==> src/rtl/blepn_pkg.sv <==
// Package for the BLE advertising name parser.
// Holds the result record, result kinds, configuration record, register
// indexes, reset values and the channel index mapping. No dependencies.
package blepn_pkg;

  typedef enum logic [2:0] {
    KIND_HEADER   = 3'd0,
    KIND_NAME     = 3'd1,
    KIND_OVERRUN  = 3'd2,
    KIND_ZERO_LEN = 3'd3,
    KIND_END      = 3'd4
  } kind_e;

  typedef struct packed {
    kind_e              kind;
    logic [7:0]         name_char;
    logic [31:0]        access_addr;
    logic               is_data_pdu;
    logic [3:0]         pdu_type;
    logic               tx_addr_random;
    logic               rx_addr_random;
    logic [5:0]         payload_length;
    logic [5:0]         chan_index;
    logic signed [8:0]  rssi_value;
    logic               last;
  } res_t;

  typedef struct packed {
    logic signed [7:0] rssi_offset;
    logic [7:0]        name_type_code;
    logic [3:0]        parsed_adv_type;
  } cfg_t;

  localparam logic [1:0] CFG_RSSI_OFFSET     = 2'd0;
  localparam logic [1:0] CFG_NAME_TYPE_CODE  = 2'd1;
  localparam logic [1:0] CFG_PARSED_ADV_TYPE = 2'd2;

  localparam logic signed [7:0] RSSI_OFFSET_RST     = -8'sd54;
  localparam logic [7:0]        NAME_TYPE_CODE_RST  = 8'h09;
  localparam logic [3:0]        PARSED_ADV_TYPE_RST = 4'h0;

  // First link layer channel index that belongs to an advertising channel.
  localparam logic [5:0] FIRST_ADV_CHAN = 6'd37;

  // Depth of the result queue; it must hold at least the two results
  // that a single byte can cause.
  localparam int unsigned RES_DEPTH = 4;

  // Maps MHz above 2402 onto the link layer channel index. The three
  // advertising channels sit at 2402, 2426 and 2480 MHz.
  function automatic logic [5:0] chan_from_offset(input logic [6:0] off);
    logic [6:0] lo;
    logic [6:0] hi;
    logic [5:0] chan;
    lo = off - 7'd2;
    hi = off - 7'd26;
    if (off == 7'd0) begin
      chan = 6'd37;
    end else if (off < 7'd24) begin
      chan = (off < 7'd2) ? 6'd0 : lo[6:1];
    end else if (off == 7'd24) begin
      chan = 6'd38;
    end else if (off < 7'd78) begin
      chan = (off < 7'd26) ? 6'd11 : hi[6:1] + 6'd11;
    end else begin
      chan = 6'd39;
    end
    return chan;
  endfunction

endpackage

==> src/rtl/blepn_parser.sv <==
// Per-byte packet parser: holds the per-packet state and works out, for
// each accepted byte, the next state and up to two result records.
// Depends on blepn_pkg.
module blepn_parser #(
  parameter int unsigned MAX_PACKET_BYTES = 64,
  parameter int unsigned AD_START_BYTE    = 12
) (
  input  logic               clk_i,
  input  logic               rst_ni,
  input  logic               fire_i,
  input  logic [7:0]         data_byte_i,
  input  logic               packet_end_i,
  input  logic [6:0]         channel_offset_i,
  input  logic signed [7:0]  rssi_raw_i,
  input  blepn_pkg::cfg_t    cfg_i,
  output blepn_pkg::res_t    res_a_o,
  output blepn_pkg::res_t    res_b_o,
  output logic [1:0]         res_cnt_o
);
  import blepn_pkg::*;

  localparam int unsigned IDX_TOP = (MAX_PACKET_BYTES > AD_START_BYTE) ?
                                    MAX_PACKET_BYTES : AD_START_BYTE;
  localparam int unsigned BW      = $clog2(IDX_TOP + 1);
  localparam int unsigned PW      = $clog2(MAX_PACKET_BYTES + 1);
  localparam int unsigned CW      = ((PW > 8) ? PW : 8) + 2;
  localparam int unsigned ROOM    = (AD_START_BYTE < MAX_PACKET_BYTES) ?
                                    (MAX_PACKET_BYTES - AD_START_BYTE) : 0;

  localparam logic [BW-1:0] IDX_MAX   = BW'(MAX_PACKET_BYTES);
  localparam logic [BW-1:0] IDX_HDR0  = BW'(4);
  localparam logic [BW-1:0] IDX_HDR1  = BW'(5);
  localparam logic [BW-1:0] IDX_AD    = BW'(AD_START_BYTE);
  localparam logic [CW-1:0] ROOM_C    = CW'(ROOM);

  typedef enum logic [1:0] {
    PH_LEN   = 2'd0,
    PH_TYPE  = 2'd1,
    PH_VALUE = 2'd2
  } phase_e;

  logic [BW-1:0] byte_idx_q,  byte_idx_d;
  logic [31:0]   addr_q,      addr_d;
  logic [3:0]    hdr_type_q,  hdr_type_d;
  logic [1:0]    hdr_flags_q, hdr_flags_d;
  logic [5:0]    pdu_len_q,   pdu_len_d;
  logic [PW-1:0] ad_pos_q,    ad_pos_d;
  logic [7:0]    struct_left_q, struct_left_d;
  phase_e        phase_q,     phase_d;
  logic          name_act_q,  name_act_d;
  logic          stopped_q,   stopped_d;

  logic [5:0]    len_ad;
  logic [CW-1:0] lim;
  logic [CW-1:0] pos_ext;
  logic [5:0]    chan_now;
  logic          is_data;
  logic [5:0]    len_now;
  logic [7:0]    left_dec;
  res_t          main_res;
  res_t          end_res;
  logic          main_vld;

  assign len_ad   = (pdu_len_q > 6'd6) ? (pdu_len_q - 6'd6) : 6'd0;
  assign lim      = (CW'(len_ad) < ROOM_C) ? CW'(len_ad) : ROOM_C;
  assign pos_ext  = CW'(ad_pos_q);
  assign chan_now = chan_from_offset(channel_offset_i);
  assign is_data  = chan_now < FIRST_ADV_CHAN;
  assign len_now  = is_data ? {1'b0, data_byte_i[4:0]} : data_byte_i[5:0];
  assign left_dec = struct_left_q - 8'd1;

  always_comb begin
    byte_idx_d    = byte_idx_q;
    addr_d        = addr_q;
    hdr_type_d    = hdr_type_q;
    hdr_flags_d   = hdr_flags_q;
    pdu_len_d     = pdu_len_q;
    ad_pos_d      = ad_pos_q;
    struct_left_d = struct_left_q;
    phase_d       = phase_q;
    name_act_d    = name_act_q;
    stopped_d     = stopped_q;
    main_res      = '0;
    main_vld      = 1'b0;

    if (byte_idx_q < IDX_MAX) begin
      if (byte_idx_q < IDX_HDR0) begin
        addr_d = addr_q | ({24'b0, data_byte_i} << {byte_idx_q[1:0], 3'b000});
      end else if (byte_idx_q == IDX_HDR0) begin
        hdr_type_d  = data_byte_i[3:0];
        hdr_flags_d = data_byte_i[7:6];
      end else if (byte_idx_q == IDX_HDR1) begin
        pdu_len_d = len_now;
        stopped_d = is_data || (hdr_type_q != cfg_i.parsed_adv_type) ||
                    (len_now <= 6'd6);
        main_vld                = 1'b1;
        main_res.kind           = KIND_HEADER;
        main_res.access_addr    = addr_q;
        main_res.is_data_pdu    = is_data;
        main_res.payload_length = len_now;
        main_res.chan_index     = chan_now;
        if (!is_data) begin
          main_res.pdu_type       = hdr_type_q;
          main_res.tx_addr_random = hdr_flags_q[0];
          main_res.rx_addr_random = hdr_flags_q[1];
        end
      end else if (byte_idx_q >= IDX_AD && !stopped_q && pos_ext < lim) begin
        case (phase_q)
          PH_LEN: begin
            if (pos_ext + CW'(1) + CW'(data_byte_i) > lim) begin
              main_vld      = 1'b1;
              main_res.kind = KIND_OVERRUN;
              stopped_d     = 1'b1;
            end else if (data_byte_i == 8'd0) begin
              main_vld      = 1'b1;
              main_res.kind = KIND_ZERO_LEN;
              stopped_d     = 1'b1;
            end else begin
              struct_left_d = data_byte_i;
              phase_d       = PH_TYPE;
            end
          end
          PH_TYPE: begin
            name_act_d    = (data_byte_i == cfg_i.name_type_code);
            struct_left_d = left_dec;
            phase_d       = (left_dec == 8'd0) ? PH_LEN : PH_VALUE;
          end
          default: begin
            if (name_act_q) begin
              main_vld      = 1'b1;
              main_res.kind = KIND_NAME;
              main_res.name_char = (data_byte_i inside {[8'h20:8'h7E]}) ?
                                   data_byte_i : 8'h2E;
            end
            struct_left_d = left_dec;
            if (left_dec == 8'd0) begin
              phase_d = PH_LEN;
            end
          end
        endcase
        ad_pos_d = ad_pos_q + PW'(1);
      end
      byte_idx_d = byte_idx_q + BW'(1);
    end

    // The end of a packet returns every per-packet register to reset.
    if (packet_end_i) begin
      byte_idx_d    = '0;
      addr_d        = '0;
      hdr_type_d    = '0;
      hdr_flags_d   = '0;
      pdu_len_d     = '0;
      ad_pos_d      = '0;
      struct_left_d = '0;
      phase_d       = PH_LEN;
      name_act_d    = 1'b0;
      stopped_d     = 1'b0;
    end
  end

  always_comb begin
    end_res            = '0;
    end_res.kind       = KIND_END;
    end_res.rssi_value = 9'(rssi_raw_i) + 9'(cfg_i.rssi_offset);
    end_res.last       = 1'b1;
  end

  always_comb begin
    res_b_o = end_res;
    if (main_vld) begin
      res_a_o      = main_res;
      res_a_o.last = !packet_end_i;
    end else begin
      res_a_o = end_res;
    end
    res_cnt_o = {1'b0, main_vld} + {1'b0, packet_end_i};
  end

  always_ff @(posedge clk_i or negedge rst_ni) begin
    if (!rst_ni) begin
      byte_idx_q    <= '0;
      addr_q        <= '0;
      hdr_type_q    <= '0;
      hdr_flags_q   <= '0;
      pdu_len_q     <= '0;
      ad_pos_q      <= '0;
      struct_left_q <= '0;
      phase_q       <= PH_LEN;
      name_act_q    <= 1'b0;
      stopped_q     <= 1'b0;
    end else if (fire_i) begin
      byte_idx_q    <= byte_idx_d;
      addr_q        <= addr_d;
      hdr_type_q    <= hdr_type_d;
      hdr_flags_q   <= hdr_flags_d;
      pdu_len_q     <= pdu_len_d;
      ad_pos_q      <= ad_pos_d;
      struct_left_q <= struct_left_d;
      phase_q       <= phase_d;
      name_act_q    <= name_act_d;
      stopped_q     <= stopped_d;
    end
  end

endmodule

==> src/rtl/blepn_res_fifo.sv <==
// Result queue: takes up to two result records per cycle and hands them
// out one per transaction in order. Depends on blepn_pkg.
module blepn_res_fifo (
  input  logic             clk_i,
  input  logic             rst_ni,
  input  logic [1:0]       push_cnt_i,
  input  blepn_pkg::res_t  push_a_i,
  input  blepn_pkg::res_t  push_b_i,
  input  logic             pop_i,
  output blepn_pkg::res_t  head_o,
  output logic             not_empty_o,
  output logic             room_two_o
);
  import blepn_pkg::*;

  localparam int unsigned AW = $clog2(RES_DEPTH);
  localparam int unsigned CNTW = $clog2(RES_DEPTH + 1);

  res_t            mem_q [RES_DEPTH];
  logic [AW-1:0]   wr_ptr_q, rd_ptr_q;
  logic [CNTW-1:0] cnt_q;
  logic [AW-1:0]   wr_ptr_nx;
  logic            do_pop;

  assign wr_ptr_nx   = wr_ptr_q + AW'(1);
  assign not_empty_o = cnt_q != '0;
  assign room_two_o  = cnt_q <= CNTW'(RES_DEPTH - 2);
  assign head_o      = mem_q[rd_ptr_q];
  assign do_pop      = pop_i && not_empty_o;

  always_ff @(posedge clk_i) begin
    if (push_cnt_i != 2'd0) begin
      mem_q[wr_ptr_q] <= push_a_i;
    end
    if (push_cnt_i == 2'd2) begin
      mem_q[wr_ptr_nx] <= push_b_i;
    end
  end

  always_ff @(posedge clk_i or negedge rst_ni) begin
    if (!rst_ni) begin
      wr_ptr_q <= '0;
      rd_ptr_q <= '0;
      cnt_q    <= '0;
    end else begin
      wr_ptr_q <= wr_ptr_q + AW'(push_cnt_i);
      if (do_pop) begin
        rd_ptr_q <= rd_ptr_q + AW'(1);
      end
      cnt_q <= cnt_q + CNTW'(push_cnt_i) - CNTW'(do_pop);
    end
  end

endmodule

==> src/rtl/ble_adv_pdu_name_parser_core.sv <==
// Top level of the BLE advertising name parser: configuration registers,
// per-byte parser and result queue. Depends on blepn_pkg, blepn_parser
// and blepn_res_fifo.
//
// The block takes one packet byte per cycle, access address first, and
// updates its parser state in the cycle the byte is accepted. A byte causes
// at most two results (a header, name character or walk status, followed
// by the end-of-packet result on the final byte); they enter a four-entry
// result queue and leave it in order, one per output transaction. Input
// ready is high whenever the queue has room for two results, so the input
// rate is one byte per cycle as long as the output side takes one result
// per cycle and bytes average at most one result each. Configuration
// writes take effect at the next clock edge.
module ble_adv_pdu_name_parser_core #(
  parameter int unsigned MAX_PACKET_BYTES = 64,
  parameter int unsigned AD_START_BYTE    = 12
) (
  input  logic              clk_i,
  input  logic              rst_ni,
  input  logic              in_valid_i,
  output logic              in_ready_o,
  input  logic [7:0]        data_byte_i,
  input  logic              packet_end_i,
  input  logic [6:0]        channel_offset_i,
  input  logic signed [7:0] rssi_raw_i,
  input  logic              cfg_we_i,
  input  logic [1:0]        cfg_idx_i,
  input  logic [7:0]        cfg_data_i,
  output logic              out_valid_o,
  input  logic              out_ready_i,
  output logic [2:0]        kind_o,
  output logic [7:0]        name_char_o,
  output logic [31:0]       access_addr_o,
  output logic              is_data_pdu_o,
  output logic [3:0]        pdu_type_o,
  output logic              tx_addr_random_o,
  output logic              rx_addr_random_o,
  output logic [5:0]        payload_length_o,
  output logic [5:0]        chan_index_o,
  output logic signed [8:0] rssi_value_o,
  output logic              last_o
);
  import blepn_pkg::*;

  cfg_t       cfg_q;
  logic       in_fire;
  logic       room_two;
  res_t       res_a;
  res_t       res_b;
  logic [1:0] res_cnt;
  logic [1:0] push_cnt;
  res_t       head;

  assign in_ready_o = room_two;
  assign in_fire    = in_valid_i && room_two;
  assign push_cnt   = in_fire ? res_cnt : 2'd0;

  always_ff @(posedge clk_i or negedge rst_ni) begin
    if (!rst_ni) begin
      cfg_q.rssi_offset     <= RSSI_OFFSET_RST;
      cfg_q.name_type_code  <= NAME_TYPE_CODE_RST;
      cfg_q.parsed_adv_type <= PARSED_ADV_TYPE_RST;
    end else if (cfg_we_i) begin
      case (cfg_idx_i)
        CFG_RSSI_OFFSET:     cfg_q.rssi_offset     <= cfg_data_i;
        CFG_NAME_TYPE_CODE:  cfg_q.name_type_code  <= cfg_data_i;
        CFG_PARSED_ADV_TYPE: cfg_q.parsed_adv_type <= cfg_data_i[3:0];
        default: ;
      endcase
    end
  end

  blepn_parser #(
    .MAX_PACKET_BYTES (MAX_PACKET_BYTES),
    .AD_START_BYTE    (AD_START_BYTE)
  ) u_parser (
    .clk_i            (clk_i),
    .rst_ni           (rst_ni),
    .fire_i           (in_fire),
    .data_byte_i      (data_byte_i),
    .packet_end_i     (packet_end_i),
    .channel_offset_i (channel_offset_i),
    .rssi_raw_i       (rssi_raw_i),
    .cfg_i            (cfg_q),
    .res_a_o          (res_a),
    .res_b_o          (res_b),
    .res_cnt_o        (res_cnt)
  );

  blepn_res_fifo u_res_fifo (
    .clk_i       (clk_i),
    .rst_ni      (rst_ni),
    .push_cnt_i  (push_cnt),
    .push_a_i    (res_a),
    .push_b_i    (res_b),
    .pop_i       (out_ready_i),
    .head_o      (head),
    .not_empty_o (out_valid_o),
    .room_two_o  (room_two)
  );

  assign kind_o           = head.kind;
  assign name_char_o      = head.name_char;
  assign access_addr_o    = head.access_addr;
  assign is_data_pdu_o    = head.is_data_pdu;
  assign pdu_type_o       = head.pdu_type;
  assign tx_addr_random_o = head.tx_addr_random;
  assign rx_addr_random_o = head.rx_addr_random;
  assign payload_length_o = head.payload_length;
  assign chan_index_o     = head.chan_index;
  assign rssi_value_o     = head.rssi_value;
  assign last_o           = head.last;

endmodule
==> config.mk <==
export PLATFORM = sky130hd
export DESIGN_NAME = ble_adv_pdu_name_parser_core
export DESIGN_NICKNAME = d
export VERILOG_FILES = /design/src/rtl/blepn_pkg.sv /design/src/rtl/blepn_parser.sv /design/src/rtl/blepn_res_fifo.sv /design/src/rtl/ble_adv_pdu_name_parser_core.sv
export SDC_FILE = /design/constraint.sdc
export NUM_CORES = 1
export LEC_CHECK = 0
export BUFFER_PORTS_ARGS = -buffer_cell sky130_fd_sc_hd__buf_2
export CAP_MARGIN = 20
export CORE_UTILIZATION = 30
export DETAILED_ROUTE_END_ITERATION = 8
export PLACE_DENSITY = 0.49
export SLEW_MARGIN = 30
export SYNTH_ARGS = -nofsm -noshare
export SYNTH_HDL_FRONTEND = slang
export SYNTH_SLANG_ARGS = --single-unit
==> constraint.sdc <==
create_clock -name clk_i -period 12.15 [get_ports clk_i]
set_input_delay 0 -clock clk_i [delete_from_list [all_inputs] [get_ports clk_i]]
set_output_delay 0 -clock clk_i [all_outputs]
set_load 0.03 [all_outputs]
==> metrics.cfg <==
[timing]
finalCritPeriodShare = 0.485
fmaxAchievable_mhz = 170
max-slew-margin-rel = 0.327
hold_viol = 0
fin_crit_ns = 5.90
maxSlewViolCount = 0
setup_viol = 0
tns_ns = 0
fin_skew_ns = 0.0274
fin_worst_hold_slack_ns = 0.0622
rsz0062_at_grt = false
setup_slack_ns = 6.25
tightest_slew_ns = 1.01

[synthesis]
ys_seq_elements = 385
synth_edf_count = 36
netlist_area_um2 = 17100
synth_top_area_share = 0.294
synthTopCellsByArea = dfxtp_1, dfrtp_1, mux4_2
synthFlopType = dfxtp_1
syn_inst = 1539
synth.avg_cell_area_um2 = 11.1
seq_area_frac_synth = 0.499
synthArstFlopShare = 0.252
yosys.area.top_type = dfxtp_1
synth_nets = 1627
synth_cell_type_count = 75
ys_warn_count = 0

[placement]
portBuffers = 112
hpwlAfterDp_mm = 31.3
routabilityCongestion = 0.834
post-place-ws_ns = 6.28

[die]
io_pins = 113
chipHeight_um = 241
die-area_um2 = 58100
die_x_um = 241
core_area_um2 = 56400
rows = 87
initial_core_util = 0.304

[setup_path]
worstPathCellList = ha_1, xnor2_1, nor2_1, a211oi_1, o21ai_0, ha_1, a21o_1, a21o_1, a31oi_1, nand4_1, a221o_1, and2_4, inv_1, ha_1, mux2_2, nand2_1, or2_2, buf_4, inv_1
critPathMaxFanout = 63
criticalPathCategory = reg -> reg
worst_setup_path_start_kind = flop
worstPathArrival_ns = 6.08
required_ns = 12.34
end_kind = flop
slowest_stage = buf_4
crit_top_cell = ha_1
cpPeakStageDelay_ns = 0.70

[clock_network]
clkSinkCount = 385
post-cts-setup-buffer-count = 0
numCtsBuffers = 43
cts_htree_levels = 2
root_buffer = clkbuf_16
insertion_delay_ns = 0.58
cts_max_path_buffers = 3
clk_pin_slew_ns = 0.06
cts_tree = built

[routing]
m1WireLength_mm = 23.2
routedWlPerCell_um = 21.6
drc = 0
wirelength_mm = 51.9
postRouteAntennaNets = 0
wl_met3_mm = 2.31
dr_wl_met2_mm = 25.2
vias = 13027
via_per_inst = 5.41
topRoutingLayerUsed = met4
drtPass1Iterations = 5
drtIter0Drc = 907

[cells_and_area]
layout_common_cells = dfxtp_1, nand2_1, a32o_1, buf_2, nor2_1
drive_gt1_frac = 0.202
final_core_util = 0.357
synthToLayoutAreaGrowth_pct = 17.6
layout_commonest_cell = dfxtp_1
nets = 1707

[pwr]
power_mw = 4.08
p_per_area_nw_per_um2 = 203
irDropWorstVdd_mv = 0.0969
cellLeakagePower_nw = 7.91

[grt]
grt_max_degree = 104
grt-ovfl-total = 0
grt_pass1_wl_mm = 80.3
first_global_vias = 13138
antenna_found_initial = 1
grt_use_total = 0.180

[worst_hold_path]
hold_class = in -> reg

[flow_run]
drv_cap = 0

[status]
status = completed

-- metal layers --
| metal | track usage | up-vias |
|---|---|---|
| met3 | 0.0250 | 73 |
| li1 | - | 5987 |
| met5 | 0 | - |
| met2 | 0.303 | 338 |
| met4 | 0.0550 | 0 |
| met1 | 0.238 | 6629 |
-- per-stage QoR --
| stage | area [µm²] | std cells |
|---|---|---|
| after floorplan | 17100 | 1539 |
| final | 20200 | 2409 |
| after detailed placement | 18400 | 2303 |
| after CTS | 20100 | 2408 |
| after global routing | 20200 | 2408 |
| after global placement | 18300 | 2302 |
-- final timing paths --
check                                                     startpoint                                    to  slack, ns  depth (start not counted)
max in group asynchronous                                     rst_ni    u_res_fifo.rd_ptr_q[1]$_DFFE_PN0P_      10.91                          4
min in group asynchronous                                     rst_ni       u_parser.addr_q[13]$_DFFE_PN0P_       0.47                          4
worst min-delay path                                   rssi_raw_i[4]      u_res_fifo.mem_q[3][5]$_DFFE_PP_       0.06                          4
worst max register to register     u_parser.pdu_len_q[1]$_DFFE_PN0P_      u_res_fifo.mem_q[1][9]$_DFFE_PP_       6.25                         19
worst min register to register  u_res_fifo.mem_q[3][71]$_SDFFE_PP1N_  u_res_fifo.mem_q[3][71]$_SDFFE_PP1N_       0.45                          2
worst max-delay path               u_parser.pdu_len_q[1]$_DFFE_PN0P_      u_res_fifo.mem_q[1][9]$_DFFE_PP_       6.25                         19
-- cell families after synthesis --
group | count (synthesis) | synth area share
buffers and inverters | 154 | 0.0350
xor gates and xnor gates | 42 | 0.0215
DFF | 385 | 0.499
and+or+nand+nor | 387 | 0.106
adders and majority gates | 49 | 0.0371
muxes | 95 | 0.110
AOI/OAI and AO/OA | 427 | 0.191
-- timing repair --
item | 4_1_cts | 5_1_grt
setup endpoints to repair | 0 | 0
endpoints found under the hold margin | 89 | 0
hold buffers | 27 | 0
resized for setup | 0 | 0
-- state kept, by name (all words and copies together) (netlist names), 3 cells and up --
register                flops
u_res_fifo.cnt_q            3
u_res_fifo.mem_q          288
u_parser.addr_q            32
u_parser.hdr_type_q         4
u_parser.byte_idx_q         7
u_parser.struct_left_q      8
u_parser.ad_pos_q           7
u_parser.pdu_len_q          6
cfg_q                      20
-- worst max-delay path: cells and delay by family, from the launching register on --
kind | cells | cell delay, ns
flip-flops | 1 | 0.43
multiplexers | 1 | 0.38
AND/OR/NAND/NOR | 5 | 0.69
adder cells (fa/ha/maj) | 3 | 0.86
AO/OA/AOI/OAI | 6 | 1.64
XOR/XNOR | 1 | 0.19
buffers and inverters | 3 | 1.27
-- layout make-up --
class	instances	area, µm²
inverter	32	120
clock buffer	63	1240
multi-input combinational	1000	8040
fill	5656	36200
sequential	385	8570
antenna	1	2.50
timing repair buffer	157	1010
tap	756	946
clock inverter	15	224
-- cells in the mapped netlist, drive strengths merged, types with 10 or more instances --
library cell,n
a22o,80
and3,10
and2,13
inv,32
nand4,12
ha,46
xor2,12
nor2,107
xnor2,30
nand3,25
buf,25
edfxtp,36
mux4,72
mux2,22
a21oi,60
o21ai,91
dfrtp,91
nand2b,15
a22oi,12
dfxtp,252
clkbuf,97
nand2,121
nor3,38
a32o,112
-- report_power, final --
| group | leakage (nW) | internal [mW] | switching, mW | total, mW |
|---|---|---|---|---|
| sequential | 3.56 | 1.44 | 0.227 | 1.67 |
| clock | 0.710 | 0.801 | 0.548 | 1.35 |
| combinational | 3.63 | 0.430 | 0.639 | 1.07 |
Note: power is estimated with default switching activity, not from simulation.
